<file path="src/sv/cspl_fifo.sv">
// Short job queue between the coefficient front end and the sample back end.
// Generic width and depth; no package dependency.
module cspl_fifo #(
  parameter int WIDTH = 8,
  parameter int DEPTH = 2
) (
  input  logic             clk_i,
  input  logic             rst_ni,
  input  logic             push_i,
  input  logic [WIDTH-1:0] wdata_i,
  input  logic             pop_i,
  output logic [WIDTH-1:0] rdata_o,
  output logic             full_o,
  output logic             empty_o
);
  localparam int PTR_W = $clog2(DEPTH);
  localparam int CNT_W = $clog2(DEPTH + 1);

  logic [WIDTH-1:0] mem_q [DEPTH];
  logic [PTR_W-1:0] wr_ptr_q, rd_ptr_q;
  logic [CNT_W-1:0] count_q;

  assign full_o  = (count_q == CNT_W'(DEPTH));
  assign empty_o = (count_q == '0);
  assign rdata_o = mem_q[rd_ptr_q];

  // Pointers and fill count.
  always_ff @(posedge clk_i or negedge rst_ni) begin
    if (!rst_ni) begin
      wr_ptr_q <= '0;
      rd_ptr_q <= '0;
      count_q  <= '0;
    end else begin
      if (push_i) begin
        wr_ptr_q <= (wr_ptr_q == PTR_W'(DEPTH - 1)) ? '0 : wr_ptr_q + 1'b1;
      end
      if (pop_i) begin
        rd_ptr_q <= (rd_ptr_q == PTR_W'(DEPTH - 1)) ? '0 : rd_ptr_q + 1'b1;
      end
      if (push_i && !pop_i) begin
        count_q <= count_q + 1'b1;
      end else if (pop_i && !push_i) begin
        count_q <= count_q - 1'b1;
      end
    end
  end

  // Storage.
  always_ff @(posedge clk_i) begin
    if (push_i) begin
      mem_q[wr_ptr_q] <= wdata_i;
    end
  end

endmodule

</file>
<file path="config.mk">
export PLATFORM = sky130hd
export DESIGN_NAME = cspl_fifo
export DESIGN_NICKNAME = d
export VERILOG_FILES = /design/src/sv/cspl_fifo.sv
export SDC_FILE = /design/constraint.sdc
export NUM_CORES = 1
export LEC_CHECK = 0
export BUFFER_PORTS_ARGS = -buffer_cell sky130_fd_sc_hd__buf_2
export CORE_MARGIN = 3
export CORE_UTILIZATION = 45
export DETAILED_ROUTE_END_ITERATION = 10
export HOLD_SLACK_MARGIN = 0.05
export PLACE_DENSITY = 0.73
export SLEW_MARGIN = 40
export SYNTH_ARGS = -nofsm -noshare
export SYNTH_HDL_FRONTEND = slang
export SYNTH_SLANG_ARGS = --single-unit
</file>
<file path="constraint.sdc">
create_clock -name clk_i -period 1.9 [get_ports clk_i]
set_input_delay 0 -clock clk_i [delete_from_list [all_inputs] [get_ports clk_i]]
set_output_delay 0 -clock clk_i [all_outputs]
set_load 0.05 [all_outputs]
</file>
Word-level counts from Yosys, hierarchy flattened --
Memory sizes are Yosys's and may differ from the RTL's. Index checks and enable logic that the tools add are counted. W data, S select, Z words.
Cells by class: muxes and demuxes 6, equality and inequality tests 1, reductions and logical operators 6, add/subtract/negate cells 4
Operator list (number):
- $mux W1 | 4
- $mux W2 | 2
- $add A1 B1 Y1 const B | 2
- $add A2 B1 Y2 const B | 1
- $eq A2 B2 Y1 const B | 1
- $logic_and A1 B1 Y1 | 2
- $logic_not A1 Y1 | 2
- $logic_not A2 Y1 | 1
- $reduce_bool A2 Y1 | 1
- $sub A2 B1 Y2 const B | 1
Word-level totals: memories 1, output and inout bits 10, input bits 12, flip-flop bits (word level) 4, bits in writable memories 16
Memories:
- mem_q | depth 2, width 8, rd ports 1, clocked after memory_dff 0, wr ports 1, RTL line 19 | logic [WIDTH-1:0] mem_q [DEPTH];

Logic depth before layout (Yosys ltp) --
Gate-level depths: netlist (run 1).
depth after elaboration 4, depth in mapped cells 5, depth with buffers taken out 5

Least setup slack after synthesis (run 1) --
No wires, ideal clock.
kind register to register, from register wr_ptr_q, to memory mem_q[0][0], enable pin, slack 0.738 ns, data arrival time 0.789 ns, stages on the path, launching flop included 2, required time 1.527 ns, period minus slack after synthesis 1.162 ns, cells stage by stage dfrtp_1 -> nor2b_1
RTL lines:
- start, declared | RTL line 20 | logic [PTR_W-1:0] wr_ptr_q, rd_ptr_q;
- start signal, assigned | RTL line 35 | wr_ptr_q <= (wr_ptr_q == PTR_W'(DEPTH - 1)) ? '0 : wr_ptr_q + 1'b1;
- end, declared | RTL line 19
No word-level cell before the write port.

Worst setup path in the final report (run 1) --
from register rd_ptr_q, to output rdata_o[5]
On the way: word-level cells in the longest chain between the ends 1
Ends and longest elaborated chain:
- start, declared | RTL line 20
- start signal, assigned | RTL line 38 | rd_ptr_q <= (rd_ptr_q == PTR_W'(DEPTH - 1)) ? '0 : rd_ptr_q + 1'b1;
- $mem_v2 Z2 W8
- end, declared | RTL line 12 | output logic [WIDTH-1:0] rdata_o,
Every way passes these cells.

==> results of run 1 <==
[cell usage in the layout, fill, tap and decap left out]
cell type and count:
sky130_fd_sc_hd__nor2_1 2, sky130_fd_sc_hd__edfxtp_1 16, sky130_fd_sc_hd__and2b_2 1, sky130_fd_sc_hd__xor2_1 4, sky130_fd_sc_hd__and2_1 1, sky130_fd_sc_hd__buf_4 1
sky130_fd_sc_hd__dfrtp_1 4, sky130_fd_sc_hd__mux2_2 8, sky130_fd_sc_hd__dlygate4sd3_1 12, sky130_fd_sc_hd__inv_1 1, sky130_fd_sc_hd__nor2b_1 1, sky130_fd_sc_hd__xnor2_1 1
sky130_fd_sc_hd__ha_1 1, sky130_fd_sc_hd__buf_2 21, sky130_fd_sc_hd__clkbuf_1 1, sky130_fd_sc_hd__clkbuf_4 3
[layout make-up]
type / count / area, um2
multi-input combinational: 19 / 175
sequential: 20 / 581
fill: 102 / 520
timing repair buffer: 34 / 233
tap: 16 / 20.0
clock buffer: 4 / 26.3
inverter: 1 / 3.75
[critical path, delay by kind of cell, from the launching register on]
family,cells,cell delay (ns)
DFF,1,0.58
buffers and inverters,1,0.21
muxes,1,0.38
[final timing paths]
check	slack [ns]	to	depth (start not counted)	from
setup / recovery	0.44	rdata_o[5]	2	rd_ptr_q
hold / removal	0.42	mem_q[1][1]	2	wdata_i[1]
setup reg to reg	0.81	mem_q[1][6]	1	wr_ptr_q
hold reg to reg	0.50	count_q[1]	1	count_q[1]
max in group asynchronous	1.15	count_q[1]	3	rst_ni
min in group asynchronous	0.59	count_q[0]	3	rst_ni
[stage by stage]
step,util [%],area [um2],std cells
2_1_floorplan,-,771,41
3_3_place_gp,57.2,892,78
3_5_place_dp,57.2,892,78
6_report,66.6,1040,94
4_1_cts,66.6,1040,94
5_1_grt,66.6,1040,94
[registers in the layout (all words and copies together) (netlist names)]
register,cells
mem_q,16
rd_ptr_q,1
count_q,2
wr_ptr_q,1
[logic make-up (layout without fill, tap and decap cells)]
family | Yosys count | after routing | synth area share [%]
buffers and inverters | 2 | 39 | 1.95
and+or+nand+nor | 5 | 5 | 3.74
muxes | 8 | 8 | 11.7
adders and majority gates | 1 | 1 | 1.62
DFF | 20 | 20 | 75.3
xor gates and xnor gates | 5 | 5 | 5.68
[per-layer routing]
layer | up-vias | share of wire, % | GRT usage (%) | wire, um
li1 | 222 | - | - | -
met1 | 215 | 45 | 14.8 | 505
met3 | 2 | 3.7 | 3.45 | 41
met4 | 0 | 1.1 | 6.63 | 12
met5 | - | 0 | 0 | 0
met2 | 11 | 50 | 18.7 | 557
[power by group]
group | internal (mW) | switching (mW) | total (mW) | leakage, nW
clock network | 0.0815 | 0.115 | 0.196 | 0.0150
registers | 0.595 | 0.0816 | 0.676 | 0.197
logic | 0.216 | 0.454 | 0.670 | 0.219
==> flow_results.org, run 1 <==
** Detailed routing
- Summing over every cut layer, the via total after detailed routing is 450.
- Number of iterations in the first detailed-routing pass :: 2
- In the final routed layout, each cell accounts on average for 11.9 um.
- The final layout contains routed wiring with a total length of 1120 um.
- DRC marker count from the first detailed-route iteration :: 8
- For this run, design rule violations remaining after detail routing come to 0.
- Dividing the detail-routed via count by the number of cells gives 4.79.
- Once detail routing completed, the nets flagged for antenna violations numbered 0.

** Synthesis
- Synthesis instantiated 12 different standard cells from the library.
- Counting flops with a built-in enable in the synthesized netlist gives 16.
- Synth Cell Area :: 771 um2
- Syn avg cell area :: 18.8 um2
- The most used flip-flop cell after synthesis is sky130_fd_sc_hd__edfxtp_1.
- Net count after synthesis :: 54
- For this run, asynchronously set or reset flops after synthesis account for 20.0%.
- Instance count of the mapped netlist :: 41
- During synthesis, Yosys emitted a total of 0 warnings.
- Area share of the leading cell type in the synthesized netlist :: 62.3%
- sky130_fd_sc_hd__edfxtp_1 takes more of the synthesized area than any other cell.
- Proportion of synthesized chip area in sequential cells :: 75.3%
- Yosys attributes the largest share of cell area to sky130_fd_sc_hd__edfxtp_1, sky130_fd_sc_hd__dfrtp_1, sky130_fd_sc_hd__mux2_2, sky130_fd_sc_hd__xor2_1, sky130_fd_sc_hd__ha_1.
- The synthesized design contains 20 register bits.
- Yosys instantiated no cell more often than sky130_fd_sc_hd__edfxtp_1.
- Cell types with the highest counts after synthesis :: sky130_fd_sc_hd__edfxtp_1, sky130_fd_sc_hd__mux2_2, sky130_fd_sc_hd__dfrtp_1, sky130_fd_sc_hd__xor2_1, sky130_fd_sc_hd__nor2_1

** Global routing
- The first global-routing pass estimated 1790 um of wire.
- Global-route usage over all layers :: 12.0%
- Vias in the first global route :: 420
- Overall overflow remaining after global route :: 0
- Initial antenna violation count :: 0
- Maximum number of pins on one net before global-route repair :: 12

** Worst setup path
- Arrival time at the worst endpoint :: 1.46 ns
- Worst setup path category :: reg2out
- STA classifies the critical path startpoint as a register.
- For this run, the slowest stage of the critical path takes 0.58 ns.
- The slowest stage of the critical path is the sky130_fd_sc_hd__dfrtp_1 cell.
- Crit. End Element :: output pin
- List of cells traversed by the critical path :: mux2_2 -> buf_2
- CP Data Required Time :: 1.90 ns
- Maximum fanout along the worst path :: 9

** Floorplan
- I/O pins :: 22
- Die outline height :: 47.4 um
- Effective utilization at floorplan :: 49.4%
- Die Footprint :: 2250 um2
- The initialized floorplan defines 14 standard-cell rows.
- Die span in x :: 47.4 um
- Placeable core area :: 1560 um2

** Clock tree
- The number of hold buffers added after CTS was 12.
- CTS tree :: done
- Once the clock tree was built, the resizer swapped 0 gates to a different size.
- The number of clock buffers added by TritonCTS is 3.
- The longest clock path from root to sink contains 2 buffers.
- Clock tree synthesis selected as its root buffer the cell sky130_fd_sc_hd__clkbuf_4.
- In this run the number of H-tree levels came out at 1.
- Number of buffers added for setup after CTS :: 0
- Post-CTS clock slew at the launch and capture registers of the worst setup and hold paths :: 0.10 ns
- Clock insertion delay at the later pin of the skew report :: 0.28 ns
- The clock drives 20 sinks.

** STA
- Setup violations remaining at the end of the flow were counted as 0.
- Highest achievable clock rate :: 0.683 GHz
- Across all setup checks in the final design, the least slack found is 0.435 ns.
- Slew HR :: 74.7%
- Unrepaired setup endpoints after global routing :: no
- Tmin final :: 1.46 ns
- Final Hold Violating Endpoints :: 0
- Clock tree skew after final layout :: 0.000854 ns
- Tightest hold margin :: 0.422 ns
- After routing, the total negative slack on setup checks comes to 0 ns.
- Slew at the pin closest to its max-slew limit :: 0.380 ns
- In the finished design, the share of the clock period the worst path needs comes to 77.1%.
- Total count of max-transition violations in the final report :: 0

** Cells and area
- The post-route netlist has 43.6% of its cells at a drive strength greater than 1.
- The number of antenna diodes in the final layout is 0.
- At the end of the flow, the number of nets in the layout was 92.
- The area growth from synthesis to layout is 34.7%.

** Worst hold path
- Hold Crit Class :: in2reg

** Power
- Summed over all cells, the static leakage comes to 0.431 nW.
- Final total power :: 1.54 mW
- Power Density :: 1490 nW/um2
- The worst-case IR drop observed on VDD is 0.714 mV.

** Placement
- Prior to clock tree synthesis, the placed netlist has a worst setup slack of 0.746 ns.
- RD Place Congestion :: 0.661
- Summed over all nets, the half-perimeter wirelength after detailed placement is 758 um.
- Buffers placed on the I/O ports in this run total 21.

** Flow run
- The tool flagged a number of max-cap violations equal to 0.

** Run status
- The run finished with clean final reports.
Note: power is estimated with default switching activity, not from simulation.
==> inputs of run 2 (changes only) <==
Clock period 1.9 ns to 1.5 ns, I/O delays scaled along.
==> run 2 against run 1 <==
Via count decreased by 0.22%. Clock skew about the same. Die area unchanged. Clock power increased by 27%. Total power increased by 27%. Setup slack got worse by 0.30 ns. First-iteration DRC count unchanged. Register-to-register slack got worse by 0.40 ns. Critical path type unchanged. Critical path depth unchanged. Highest routed layer unchanged. Global-route usage unchanged.
==> flow_results.org, run 2 (synthesis results as in run 1) <==
** Run status
- Status :: complete, no violations

** Detailed routing
- The via density per instance was 4.78 (-0.22%).
- Count of unresolved DRC violations after routing :: 0 (unchanged)
- The number of nets with antenna violations after detailed routing came to 0 (unchanged).
- DRC marker count from the first detailed-route iteration :: 8 (unchanged)
- The detail-routed net length per standard cell is 11.9 um (unchanged).
- The total wire length after detailed routing is 1120 um (unchanged).
- Total vias in the final route :: 449 (-0.22%)
- Number of iterations in the first detailed-routing pass :: 2 (unchanged)

** Worst setup path
- Arrival time at the worst endpoint :: 1.36 ns (-0.10 ns)
- The worst setup path is captured at an output pin.
- The required time of the worst setup path was 1.50 ns (-0.40 ns).
- Critical path's top delay family :: flip-flops
- Largest stage delay on the critical path :: 0.50 ns (-0.08 ns)
- Worst setup path category :: reg2out
- Crit-path slowest cell :: sky130_fd_sc_hd__dfrtp_2
- Maximum fanout along the worst path :: 9 (unchanged)
- The signal on the critical path passes through mux2_2 -> buf_2.
- Worst Setup Start Kind :: register
- Critical path buffer and inverter count :: 1 (unchanged)

** Flow run
- MaxCap Viol Count :: 0 (unchanged)

** Floorplan
- Effective utilization at floorplan :: 49.4% (unchanged)
- Placeable core area :: 1560 um2 (unchanged)
- The width of the die was 47.4 um (unchanged).
- Number of cell rows :: 14 (unchanged)
- The number of top-level pins is 22 (unchanged).
- Die outline height :: 47.4 um (unchanged)
- The area of the die came to 2250 um2 (unchanged).

** STA
- Unrepaired setup endpoints after global routing :: no
- Highest achievable clock rate :: 0.735 GHz
- The worst-margin pin slew is 0.361 ns (-0.0183 ns).
- The total negative slack is 0 ns (unchanged).
- Slew HR :: 75.9% (+1.2 points)
- The routed design could run at a clock period as short as 1.36 ns.
- The setup violation total in the final timing report is 0 (unchanged).
- Of the available clock period, the critical path in the final layout requires 90.7%.
- The final-report hold violation count is 0 (unchanged).
- The largest clock skew in the final design was 0.00129 ns (+0.000438 ns).
- Total count of max-transition violations in the final report :: 0 (unchanged)

** Cells and area
- The share of layout cells above drive strength 1 came to 44.9% (+1.3 points).
- Total number of nets in the final design :: 92 (unchanged)
- The number of flip-flops in the largest register is 16 (unchanged).
- Area Growth Syn to Fin :: 34.9%
- In the layout the commonest cells are sky130_fd_sc_hd__buf_2, sky130_fd_sc_hd__edfxtp_1, sky130_fd_sc_hd__dlygate4sd3_1.
- Final standard cell count with taps included and fillers excluded :: 94 (unchanged)
- Most common cell after layout, fill and taps aside :: sky130_fd_sc_hd__buf_2
- Diodes inserted :: 0 (unchanged)
- Leading registers by flop count :: mem_q: 16 flops, count_q: 2 flops
- Register ranked first by flip-flop count :: mem_q

** Clock tree
- Post-CTS clock slew at the launch and capture registers of the worst setup and hold paths :: 0.10 ns (about the same)
- Number of buffers created by CTS :: 3 (unchanged)
- The clock latency at the later pin of the worst-skew pair is 0.28 ns (about the same).
- Htree depth :: 1 (unchanged)
- The buffer depth of the longest clock path came to 2 (unchanged).
- The buffers inserted during post-CTS setup optimization was 0 (unchanged).
- CTS tree :: done
- Clock tree root driver cell :: sky130_fd_sc_hd__clkbuf_4
- The CTS sink count is 20 (unchanged).

** Global routing
- Maximum number of pins on one net before global-route repair :: 12 (unchanged)
- The number of antenna violations at the first check in global routing came to 0 (unchanged).
- Vias in the first global route :: 420 (unchanged)
- The wire length of the first global-routing pass came to 1790 um (unchanged).
- The combined global-route utilization of all metal layers came to 12.0% (unchanged).
- Overall overflow remaining after global route :: 0 (unchanged)

** Power
- The largest voltage drop on the vdd net was 0.904 mV (+27%).
- The power density over cell area is 1880 nW/um2 (+27%).
- Leakage power of the design :: 0.430 nW (-0.23%)

** Placement
- The port buffer count came to 21 (unchanged).
- The routability congestion estimate is 0.661 (unchanged).
- The placed cell count came to 78 (unchanged).
- Detail Placement HPWL :: 758 um (unchanged)

** Worst hold path
- Hold Crit Class :: in2reg
[run 2: cell count changes in the layout (fill, tap and decap cells not counted)]
| cell | delta |
|---|---|
| sky130_fd_sc_hd__dfrtp_1 | -1 |
| sky130_fd_sc_hd__dfrtp_2 | +1 |
[run 2: power breakdown]
group          internal, mW  total, mW  switching [mW]
Combinational         0.274      0.849           0.575
Sequential            0.757      0.860           0.104
Clock                 0.103      0.248           0.145
[run 2: final cells by class]
| cell class | count | area, um2 |
|---|---|---|
| clock buffer | 4 | 26.3 |
| inverter | 1 | 3.75 |
| multi-input combinational | 19 | 175 |
| tap | 16 | 20.0 |
| sequential | 20 | 582 |
| fill | 102 | 519 |
| timing repair buffer | 34 | 233 |
[run 2: per-stage QoR]
step	setup slack, ns	power, mW	area, um2	hold WS, ns	util, %
after floorplan	0.338	1.55	771	-0.296	-
final	0.140	1.96	1040	0.422	66.7
after global placement	0.346	1.69	892	-0.191	57.2
after CTS	0.00977	1.97	1040	0.416	66.6
after detailed placement	0.346	1.70	892	-0.188	57.2
after global routing	0.0719	2.06	1040	0.428	66.7
[run 2: routing by layer]
metal / part of all wire, % / global-route usage, % / wire length (um)
met5: 0 / 0 / 0
met2: 49 / 18.7 / 552
met1: 46 / 14.8 / 510
met4: 1.1 / 6.63 / 12
met3: 3.7 / 3.45 / 41
[run 2: worst paths after layout]
check,start,end,slack [ns],cells after the start
worst max-delay path,rd_ptr_q,rdata_o[5],0.14,2
min in group asynchronous,rst_ni,count_q[0],0.59,3
max in group asynchronous,rst_ni,rd_ptr_q,0.73,3
worst min-delay path,wdata_i[1],mem_q[1][1],0.42,2
worst max register to register,wr_ptr_q,mem_q[1][6],0.41,1
worst min register to register,count_q[1],count_q[1],0.50,1
[run 2: what timing repair did]
item / 4_1_cts / 5_1_grt
hold endpoints to repair: 22 / 0
hold buffers: 12 / 0
gates resized for setup: 0 / 1
setup endpoints to repair: 0 / 8
