File: config.mk
export PLATFORM = sky130hd
export DESIGN_NAME = cspl_front
export DESIGN_NICKNAME = d
export VERILOG_FILES = /design/src/sv/cspl_pkg.sv /design/src/sv/cspl_front.sv
export SDC_FILE = /design/constraint.sdc
export NUM_CORES = 2
export LEC_CHECK = 0
export CAP_MARGIN = 20
export CORE_MARGIN = 5
export CORE_UTILIZATION = 30
export DETAILED_ROUTE_END_ITERATION = 7
export DONT_BUFFER_PORTS = 1
export PLACE_DENSITY = 0.43
export SLEW_MARGIN = 0
export SYNTH_ARGS = -nofsm -noshare
export SYNTH_HDL_FRONTEND = slang
export SYNTH_SLANG_ARGS = --single-unit
File: constraint.sdc
create_clock -name clk_i -period 8.57 [get_ports clk_i]
set_clock_uncertainty 0.2 [all_clocks]
set_input_delay 0.4285 -clock clk_i [delete_from_list [all_inputs] [get_ports clk_i]]
set_output_delay 0.4285 -clock clk_i [all_outputs]
set_load 0.01 [all_outputs]
File: src/sv/cspl_pkg.sv
// Shared constants, register codes and the sequencer configuration type
// for the cardinal spline point stream. Depends on nothing.
package cspl_pkg;

  // Defaults for the top-level parameters.
  localparam int MAX_SEGMENTS_DEF = 64;
  localparam int COORD_WIDTH_DEF  = 16;
  localparam int QUEUE_DEPTH_DEF  = 2;

  // Configuration port layout.
  localparam int CFG_IDX_W  = 2;
  localparam int CFG_DATA_W = 9;
  localparam int TENSION_W  = 9;
  localparam int SEGMENTS_W = 7;

  // Register reset values and the unit tension in Q.8.
  localparam int TENSION_RESET  = 256;
  localparam int SEGMENTS_RESET = 16;
  localparam int TENSION_ONE    = 256;

  // Curve parameter t is Q0.16; the per-sample step can reach 1.0.
  localparam int T_W    = 16;
  localparam int STEP_W = T_W + 1;

  // Register indexes on the configuration port.
  typedef enum logic [CFG_IDX_W-1:0] {
    REG_TENSION  = 2'd0,
    REG_SEGMENTS = 2'd1
  } cfg_reg_e;

  // Sample count and t increment handed from the front to the sample sequencer.
  typedef struct packed {
    logic [SEGMENTS_W-1:0] n;
    logic [STEP_W-1:0]     step;
    logic [SEGMENTS_W-1:0] rem;
    logic                  ready;
  } seq_cfg_t;

endpackage

File: src/sv/cspl_front.sv
// Front end: configuration registers, t-step divider, control point window
// and Hermite coefficient setup. Uses cspl_pkg.
module cspl_front #(
  parameter int MAX_SEGMENTS = cspl_pkg::MAX_SEGMENTS_DEF,
  parameter int COORD_WIDTH  = cspl_pkg::COORD_WIDTH_DEF,
  parameter int JOB_W        = 3 * (4 * COORD_WIDTH + 12)
) (
  input  logic                             clk_i,
  input  logic                             rst_ni,
  input  logic                             cfg_valid_i,
  output logic                             cfg_ready_o,
  input  logic [cspl_pkg::CFG_IDX_W-1:0]   cfg_index_i,
  input  logic [cspl_pkg::CFG_DATA_W-1:0]  cfg_data_i,
  input  logic                             in_valid_i,
  output logic                             in_ready_o,
  input  logic signed [COORD_WIDTH-1:0]    pos_x_i,
  input  logic signed [COORD_WIDTH-1:0]    pos_y_i,
  input  logic signed [COORD_WIDTH-1:0]    pos_z_i,
  input  logic                             start_curve_i,
  output cspl_pkg::seq_cfg_t               seq_cfg_o,
  output logic [JOB_W-1:0]                 job_o,
  output logic                             job_push_o,
  input  logic                             job_full_i
);
  import cspl_pkg::*;

  localparam int W      = COORD_WIDTH;
  localparam int CW     = W + 4;
  localparam int MW     = W + 2;
  localparam int PTW    = W + 11;
  localparam int AXIS_W = 3 * CW + W;
  localparam int CNT_W  = $clog2(STEP_W);

  localparam int N_RESET    = (SEGMENTS_RESET > MAX_SEGMENTS) ? MAX_SEGMENTS : SEGMENTS_RESET;
  localparam int STEP_RESET = (1 << T_W) / N_RESET;
  localparam int REM_RESET  = (1 << T_W) % N_RESET;

  typedef enum logic [1:0] {
    F_IDLE,
    F_TANG,
    F_COEF
  } front_state_e;

  front_state_e state_q;

  logic signed [W-1:0]  win_q [3][3];
  logic signed [W-1:0]  p3_q [3];
  logic signed [MW-1:0] m1_q [3];
  logic signed [MW-1:0] m2_q [3];
  logic signed [W-1:0]  pos [3];

  logic [TENSION_W-1:0]  scale_q;
  logic [SEGMENTS_W-1:0] n_q;
  logic                  div_busy_q;
  logic [CNT_W-1:0]      div_cnt_q;
  logic [SEGMENTS_W-1:0] div_rem_q;
  logic [STEP_W-1:0]     div_quo_q;

  logic                  cfg_we;
  logic                  seg_we;
  logic                  in_acc;
  logic [SEGMENTS_W-1:0] seg_clamped;
  logic [TENSION_W-1:0]  scale_new;
  logic [SEGMENTS_W:0]   div_trial;
  logic [SEGMENTS_W:0]   div_diff;
  logic                  div_ge;

  assign pos[0] = pos_x_i;
  assign pos[1] = pos_y_i;
  assign pos[2] = pos_z_i;

  assign cfg_ready_o = 1'b1;
  assign cfg_we      = cfg_valid_i && cfg_ready_o;
  assign seg_we      = cfg_we && (cfg_index_i == REG_SEGMENTS);
  assign in_ready_o  = (state_q == F_IDLE) && !div_busy_q;
  assign in_acc      = in_valid_i && in_ready_o;
  assign job_push_o  = (state_q == F_COEF) && !job_full_i;

  assign seq_cfg_o.n     = n_q;
  assign seq_cfg_o.step  = div_quo_q;
  assign seq_cfg_o.rem   = div_rem_q;
  assign seq_cfg_o.ready = !div_busy_q;

  // Register value clamping: tension saturates at one, segments to 1..MAX.
  always_comb begin
    if (cfg_data_i > CFG_DATA_W'(TENSION_ONE)) begin
      scale_new = '0;
    end else begin
      scale_new = TENSION_W'(TENSION_ONE) - cfg_data_i[TENSION_W-1:0];
    end
    if (cfg_data_i[SEGMENTS_W-1:0] == '0) begin
      seg_clamped = SEGMENTS_W'(1);
    end else if (cfg_data_i[SEGMENTS_W-1:0] > SEGMENTS_W'(MAX_SEGMENTS)) begin
      seg_clamped = SEGMENTS_W'(MAX_SEGMENTS);
    end else begin
      seg_clamped = cfg_data_i[SEGMENTS_W-1:0];
    end
  end

  // One restoring step of 65536 / n; the dividend has only its top bit set.
  always_comb begin
    div_trial = {div_rem_q, (div_cnt_q == CNT_W'(STEP_W - 1))};
    div_ge    = (div_trial >= {1'b0, n_q});
    div_diff  = div_trial - {1'b0, n_q};
  end

  // Configuration registers and the bit-serial t-step divider.
  // A new segments write restarts the divider.
  always_ff @(posedge clk_i or negedge rst_ni) begin
    if (!rst_ni) begin
      scale_q    <= '0;
      n_q        <= SEGMENTS_W'(N_RESET);
      div_busy_q <= 1'b0;
      div_cnt_q  <= '0;
      div_rem_q  <= SEGMENTS_W'(REM_RESET);
      div_quo_q  <= STEP_W'(STEP_RESET);
    end else begin
      if (div_busy_q && !seg_we) begin
        div_rem_q <= div_ge ? div_diff[SEGMENTS_W-1:0] : div_trial[SEGMENTS_W-1:0];
        div_quo_q <= {div_quo_q[STEP_W-2:0], div_ge};
        div_cnt_q <= div_cnt_q - 1'b1;
        if (div_cnt_q == '0) begin
          div_busy_q <= 1'b0;
        end
      end
      if (cfg_we) begin
        case (cfg_index_i)
          REG_TENSION: begin
            scale_q <= scale_new;
          end
          REG_SEGMENTS: begin
            n_q        <= seg_clamped;
            div_busy_q <= 1'b1;
            div_cnt_q  <= CNT_W'(STEP_W - 1);
            div_rem_q  <= '0;
            div_quo_q  <= '0;
          end
          default: begin
          end
        endcase
      end
    end
  end

  // Sequencer state and the three-point window.
  always_ff @(posedge clk_i or negedge rst_ni) begin
    if (!rst_ni) begin
      state_q <= F_IDLE;
      for (int i = 0; i < 3; i++) begin
        for (int k = 0; k < 3; k++) begin
          win_q[i][k] <= '0;
        end
      end
    end else begin
      case (state_q)
        F_IDLE: begin
          if (in_acc) begin
            if (start_curve_i) begin
              for (int i = 0; i < 3; i++) begin
                for (int k = 0; k < 3; k++) begin
                  win_q[i][k] <= pos[k];
                end
              end
            end else begin
              state_q <= F_TANG;
            end
          end
        end
        F_TANG: begin
          state_q <= F_COEF;
        end
        F_COEF: begin
          if (job_push_o) begin
            for (int k = 0; k < 3; k++) begin
              win_q[0][k] <= win_q[1][k];
              win_q[1][k] <= win_q[2][k];
              win_q[2][k] <= p3_q[k];
            end
            state_q <= F_IDLE;
          end
        end
        default: begin
          state_q <= F_IDLE;
        end
      endcase
    end
  end

  // Tangents: difference times scale, then a flooring shift by eight.
  logic signed [W:0]     d1 [3];
  logic signed [W:0]     d2 [3];
  logic signed [PTW-1:0] t1_prod [3];
  logic signed [PTW-1:0] t2_prod [3];

  always_comb begin
    for (int k = 0; k < 3; k++) begin
      d1[k]      = (W+1)'(win_q[2][k]) - (W+1)'(win_q[0][k]);
      d2[k]      = (W+1)'(p3_q[k]) - (W+1)'(win_q[1][k]);
      t1_prod[k] = d1[k] * $signed({1'b0, scale_q});
      t2_prod[k] = d2[k] * $signed({1'b0, scale_q});
    end
  end

  // Incoming point and tangent registers.
  always_ff @(posedge clk_i) begin
    if (in_acc) begin
      for (int k = 0; k < 3; k++) begin
        p3_q[k] <= pos[k];
      end
    end
    if (state_q == F_TANG) begin
      for (int k = 0; k < 3; k++) begin
        m1_q[k] <= t1_prod[k][MW+7:8];
        m2_q[k] <= t2_prod[k][MW+7:8];
      end
    end
  end

  // Hermite coefficients per axis, packed as {a, b, c, d}.
  logic signed [CW-1:0] dd [3];
  logic signed [CW-1:0] ca [3];
  logic signed [CW-1:0] cb [3];
  logic signed [CW-1:0] cc [3];

  always_comb begin
    job_o = '0;
    for (int k = 0; k < 3; k++) begin
      dd[k] = CW'(win_q[2][k]) - CW'(win_q[1][k]);
      ca[k] = ((CW'(win_q[1][k]) - CW'(win_q[2][k])) <<< 1) + CW'(m1_q[k]) + CW'(m2_q[k]);
      cb[k] = dd[k] + (dd[k] <<< 1) - (CW'(m1_q[k]) <<< 1) - CW'(m2_q[k]);
      cc[k] = CW'(m1_q[k]);
      job_o[k*AXIS_W +: AXIS_W] = {ca[k], cb[k], cc[k], win_q[1][k]};
    end
  end

endmodule

Word-level counts from Yosys, hierarchy flattened. Memories as Yosys holds them, arrays and structs flattened. Index checks and enable logic that the tools add are counted.

Register bits: 192. RAM bits: 156. Input bits: 65. Memories kept: 3.

$add $sub $neg: 30. $mul: 6. Magnitude comparators: 3. Eq/ne operators: 8. Mux-type cells: 29. Reduce and logical (&&, ||, !) cells: 17.

Memory list: m1_q (depth 3, bits a word 18, read ports 3, clocked after memory_dff 0, wr ports 3, line cspl_front.sv:48) `logic signed [MW-1:0] m1_q [3];`; m2_q (depth 3, bits a word 18, read ports 3, clocked after memory_dff 0, wr ports 3, line cspl_front.sv:49) `logic signed [MW-1:0] m2_q [3];`; p3_q (depth 3, bits a word 16, read ports 3, clocked after memory_dff 0, wr ports 3, line cspl_front.sv:47) `logic signed [W-1:0] p3_q [3];`.

Operators by type and width (count): 2-to-1 mux 144 bit (3); one-hot mux 144 bit (2 select lines) (1); subtractor 16 x 16 -> 17 bit (12); multiplier 17 x 10 -> 26 bit (6); adder 19 x 18 -> 20 bit (3); subtractor 19 x 19 -> 20 bit (3); subtractor 20 x 18 -> 20 bit (3); adder 17 x 18 -> 19 bit (3); adder 18 x 18 -> 19 bit (3); 2-to-1 mux 17 bit (3); 2-to-1 mux 7 bit (6); 2-to-1 mux 5 bit (3); greater-than comparator 9 bit, second input constant (1); 2-to-1 mux 9 bit (1); subtractor 9 bit, first input constant (1); >= comparator 8 x 7 -> 1 bit (1); 2-to-1 mux 1 bit (8); inequality test 2 bit, second input constant (4); greater-than comparator 7 bit, second input constant (1); logical NOT 7 bit (1); subtractor 7 bit (1); 2-to-1 mux 2 bit (3); one-hot mux 2 bit (3 select lines) (1); == test 5 bit, second input constant (1); other kinds (11) (20).

Longest topological paths before layout.
Depth in word-level cells: 7. Mapped depth: 32.

Worst setup path before layout. OpenSTA, ideal clock, no wires.

Path kind: register to register. Start: reg win_q, in the netlist job_o[76]. End: mem m2_q[0][35] (netlist name), data pin. Setup time: 0.271 ns. Data arrival time: 7.358 ns. Setup slack: 0.741 ns. Cell stages (with the launch flop): 32. Clock period less this slack: 7.829 ns. Cells stage by stage: dfrtp_1 > ha_1 > fa_1 > nand2b_1 > a21boi_0 > o21ai_0 > a21oi_1 > o31a_1 > o41ai_2 > o21bai_1 > a21oi_1 > xnor2_1 > nand2_1 > fa_1 > inv_1 > fa_1 > fa_1 > fa_1 > inv_1 > fa_1 > inv_1 > ha_1 > and3_1 > o31a_1 > o211ai_1 > a21o_1 > a21boi_0 > a311oi_4 > nor2_2 > a2111oi_4 > xnor2_1 > xnor2_1.

RTL lines: start: declaration (line cspl_front.sv:46) `logic signed [W-1:0] win_q [3][3];`; start signal: indexed assignment (line cspl_front.sv:161) `win_q[i][k] <= pos[k];`; start signal: indexed assignment (line cspl_front.sv:175) `win_q[0][k] <= win_q[1][k];`; start signal: indexed assignment (line cspl_front.sv:176) `win_q[1][k] <= win_q[2][k];`; end: declaration (line cspl_front.sv:49).

==> impl_metrics.toml <==
[floorplanning]
io_pins = 328
fp.dieH_um = 464.2
initial_utilization_pct = 30.19
std_cell_rows = 166
core_area_um2 = 205000
die_w_um = 464.2
die-area_um2 = 215500

[cells_and_area]
final_cells = 9751
syn_to_final_growth_pct = 10.53
drive_above_1_share_pct = 5.454
multi_input_area_um2 = 45940
ff_latch_area_um2 = 9528
fillCellCount = 21510
final_net_count = 8657

[clock_network]
cts_max_level = 2
clk_pin_slew_ns = 0.06
cts.sink_count = 348
cts_buffers = 50
clock_path_buffers = 3
worstSkewPairLatency_ns = 0.64
cts_root_buffer = "clkbuf_16"
cts_tree = "done"

[global_routing]
antenna_found_initial = 9
top_usage_layer = "met2"
overflow = 0
grt_usage_pct = 16.59
met1_usage_pct = 22.90
grt_pass1_vias = 48265
grt_pass1_wl_um = 283200
globalRouteMet2Util_pct = 28.37
met3_usage_pct = 1.846
grt_max_degree = 195

[worst_setup_path]
crit_family = "adder cells"
setup.worst_path.end_class = "register"
cpMostUsedCell = "fa_1"
worstPathRequired_ns = 8.72
arrival_ns = 8.31
max_stage_delay_ns = 0.56
path_class = "register to register"
crit_path_top_delay_cell = "fa_1"
crit_fanout = 9
cp-start-kind = "register"
cp_num_buf_inv = 5

[detailed_routing]
drt_iter0_markers = 2098
final_antenna_net_count = 0
drt-total-wl_um = 178200
drc = 0
routed-via-count = 45561
via_per_inst = 4.672
first_pass_iters = 5
wl_per_cell_um = 18.27

[synthesis]
syn_avg_cell_area_um2 = 8.917
synth_common_cells = "inv_1, fa_1, ha_1, nand2_1, a21oi_1"
synth_top_area_cell = "fa_1"
yosysSeqAreaShare_pct = 15.34
synth_fp_nets = 8579
synth.area.top_cells = "fa_1, ha_1, inv_1"
yosysMostFrequentCell = "inv_1"
syn-cell-area_um2 = 61890
async_flop_share_pct = 55.17
syn-instance-count = 6940
synth_top_area_share_pct = 29.60
synth_seq_cells = 348
synthFlopType = "dfrtp_1"
yosys.cell_types.count = 88
synth_edf_count = 156
yosys_warnings = 0

[placed_design]
dp_cells = 9581
hpwl_um = 143100
gp_congestion = 0.8311
port_buffers = 0

[sta]
hold_viol = 0
setup_viol = 0
maxSlewHeadroom_pct = 16.29
whs_ns = 0.06731
period_minus_slack_ns = 8.165
worst_pin_slew_ns = 1.256
fmax_ghz = 0.1225
fin_setup_tns_ns = 0
finalMaxSlewViolations = 0
fin_crit_sh_pct = 95.28

[status]
status = "completed"

[job]
drv_cap = 0

[worst_hold_path]
hold_path.class = "input pin to register"
==> worst register-to-register path, delay by kind of cell (launching register included) <==
kind            cells  cell delay, ns
flops               1            0.39
compound gates     11            2.33
xor+xnor            3            0.40
fa+ha+maj           8            3.46
buf+inv             5            0.51
simple gates        4            0.56
==> worst paths after layout <==
check,from,to,slack [ns],depth (start not counted)
max in group asynchronous,rst_ni,win_q[17]$_DFFE_PN0P_,6.81,2
worst max register to register,job_o[76]$_DFFE_PN0P_,m2_q[0][35]$_DFFE_PN_,0.40,31
worst min-delay path,cfg_index_i[0],div_cnt_q[3]$_DFF_PN0_,0.07,2
worst min register to register,win_q[114]$_DFFE_PN0P_,win_q[114]$_DFFE_PN0P_,0.33,2
min in group asynchronous,rst_ni,div_quo_q[6]$_DFF_PN0_,0.36,2
worst max-delay path,job_o[76]$_DFFE_PN0P_,m2_q[0][35]$_DFFE_PN_,0.40,31
==> cell families (layout without fill, tap and decap cells) <==
logic type               count (synthesis)  count (layout)  share of synthesized area [%]
AND/OR/NAND/NOR                       1850            1850                          14.60
buffers and inverters                 1704            1823                          10.67
adder cells (fa/ha/maj)               1574            1574                          42.92
AO/OA/AOI/OAI                         1062            1062                          10.72
XOR/XNOR                               379             379                          5.386
flip-flops                             348             348                          15.34
multiplexers                            22              22                         0.3578
other                                    1               5                       0.006059
==> cells in the final DEF, fill, tap and decap left out, types with 25 or more instances in the layout <==
cell type         n
nand2_1         575
nand2b_1         76
nand3_1          55
a21boi_0         25
a21o_1          111
dfrtp_1         179
xnor2_1         282
o21a_1           34
a21oi_1         501
nor2_1          389
nor3_1           84
edfxtp_1        156
o21bai_1         41
dlygate4sd3_1    67
xor2_1           89
buf_4           196
fa_1            915
ha_1            659
a211oi_1         29
clkbuf_16        53
nor2b_1         184
inv_1          1457
and2_1          369
o21ai_0         129
==> sequential cells by signal, indices dropped and copies added, names as in the netlist <==
signal      cells
win_q          96
scale_q         9
job_o          48
div_cnt_q       5
div_busy_q      1
n_q             7
m2_q           54
div_rem_q       7
p3_q           48
div_quo_q      17
state_q         2
m1_q           54
==> what timing repair did <==
action | CTS | global route
resized for setup | 0 | 34
setup buffers | 0 | 4
setup endpoints to repair | 0 | 22
hold endpoints to repair | 403 | 0
hold buffers | 68 | 0
==> layer usage <==
metal	wire, um	vias up
met4	3115	4
met5	27	-
li1	-	21815
met1	84140	22939
met2	84710	656
met3	6206	147
==> stage by stage <==
stage / utilization (%) / instance area (um2) / setup WS (ns)
global placement: 32.09 / 65790 / 0.1936
global route: 33.36 / 68390 / -0.001835
CTS: 33.28 / 68230 / 0.09451
detailed placement: 32.09 / 65790 / 0.1910
finish: 33.37 / 68400 / 0.4045
floorplan: - / 61890 / 0.7408
==> area by class of cell <==
cell class,count,share of cell area (%)
clock buffer,69,2.085
multi-input combinational,4888,67.16
antenna,4,0.01463
tap,2688,4.917
clock inverter,24,0.4683
sequential,348,13.93
timing repair buffer,273,3.435
inverter,1457,7.995
Power is left out: the tool's default activity adds up to more than one toggle a clock period on the data nets, which glitch-free logic cannot reach.
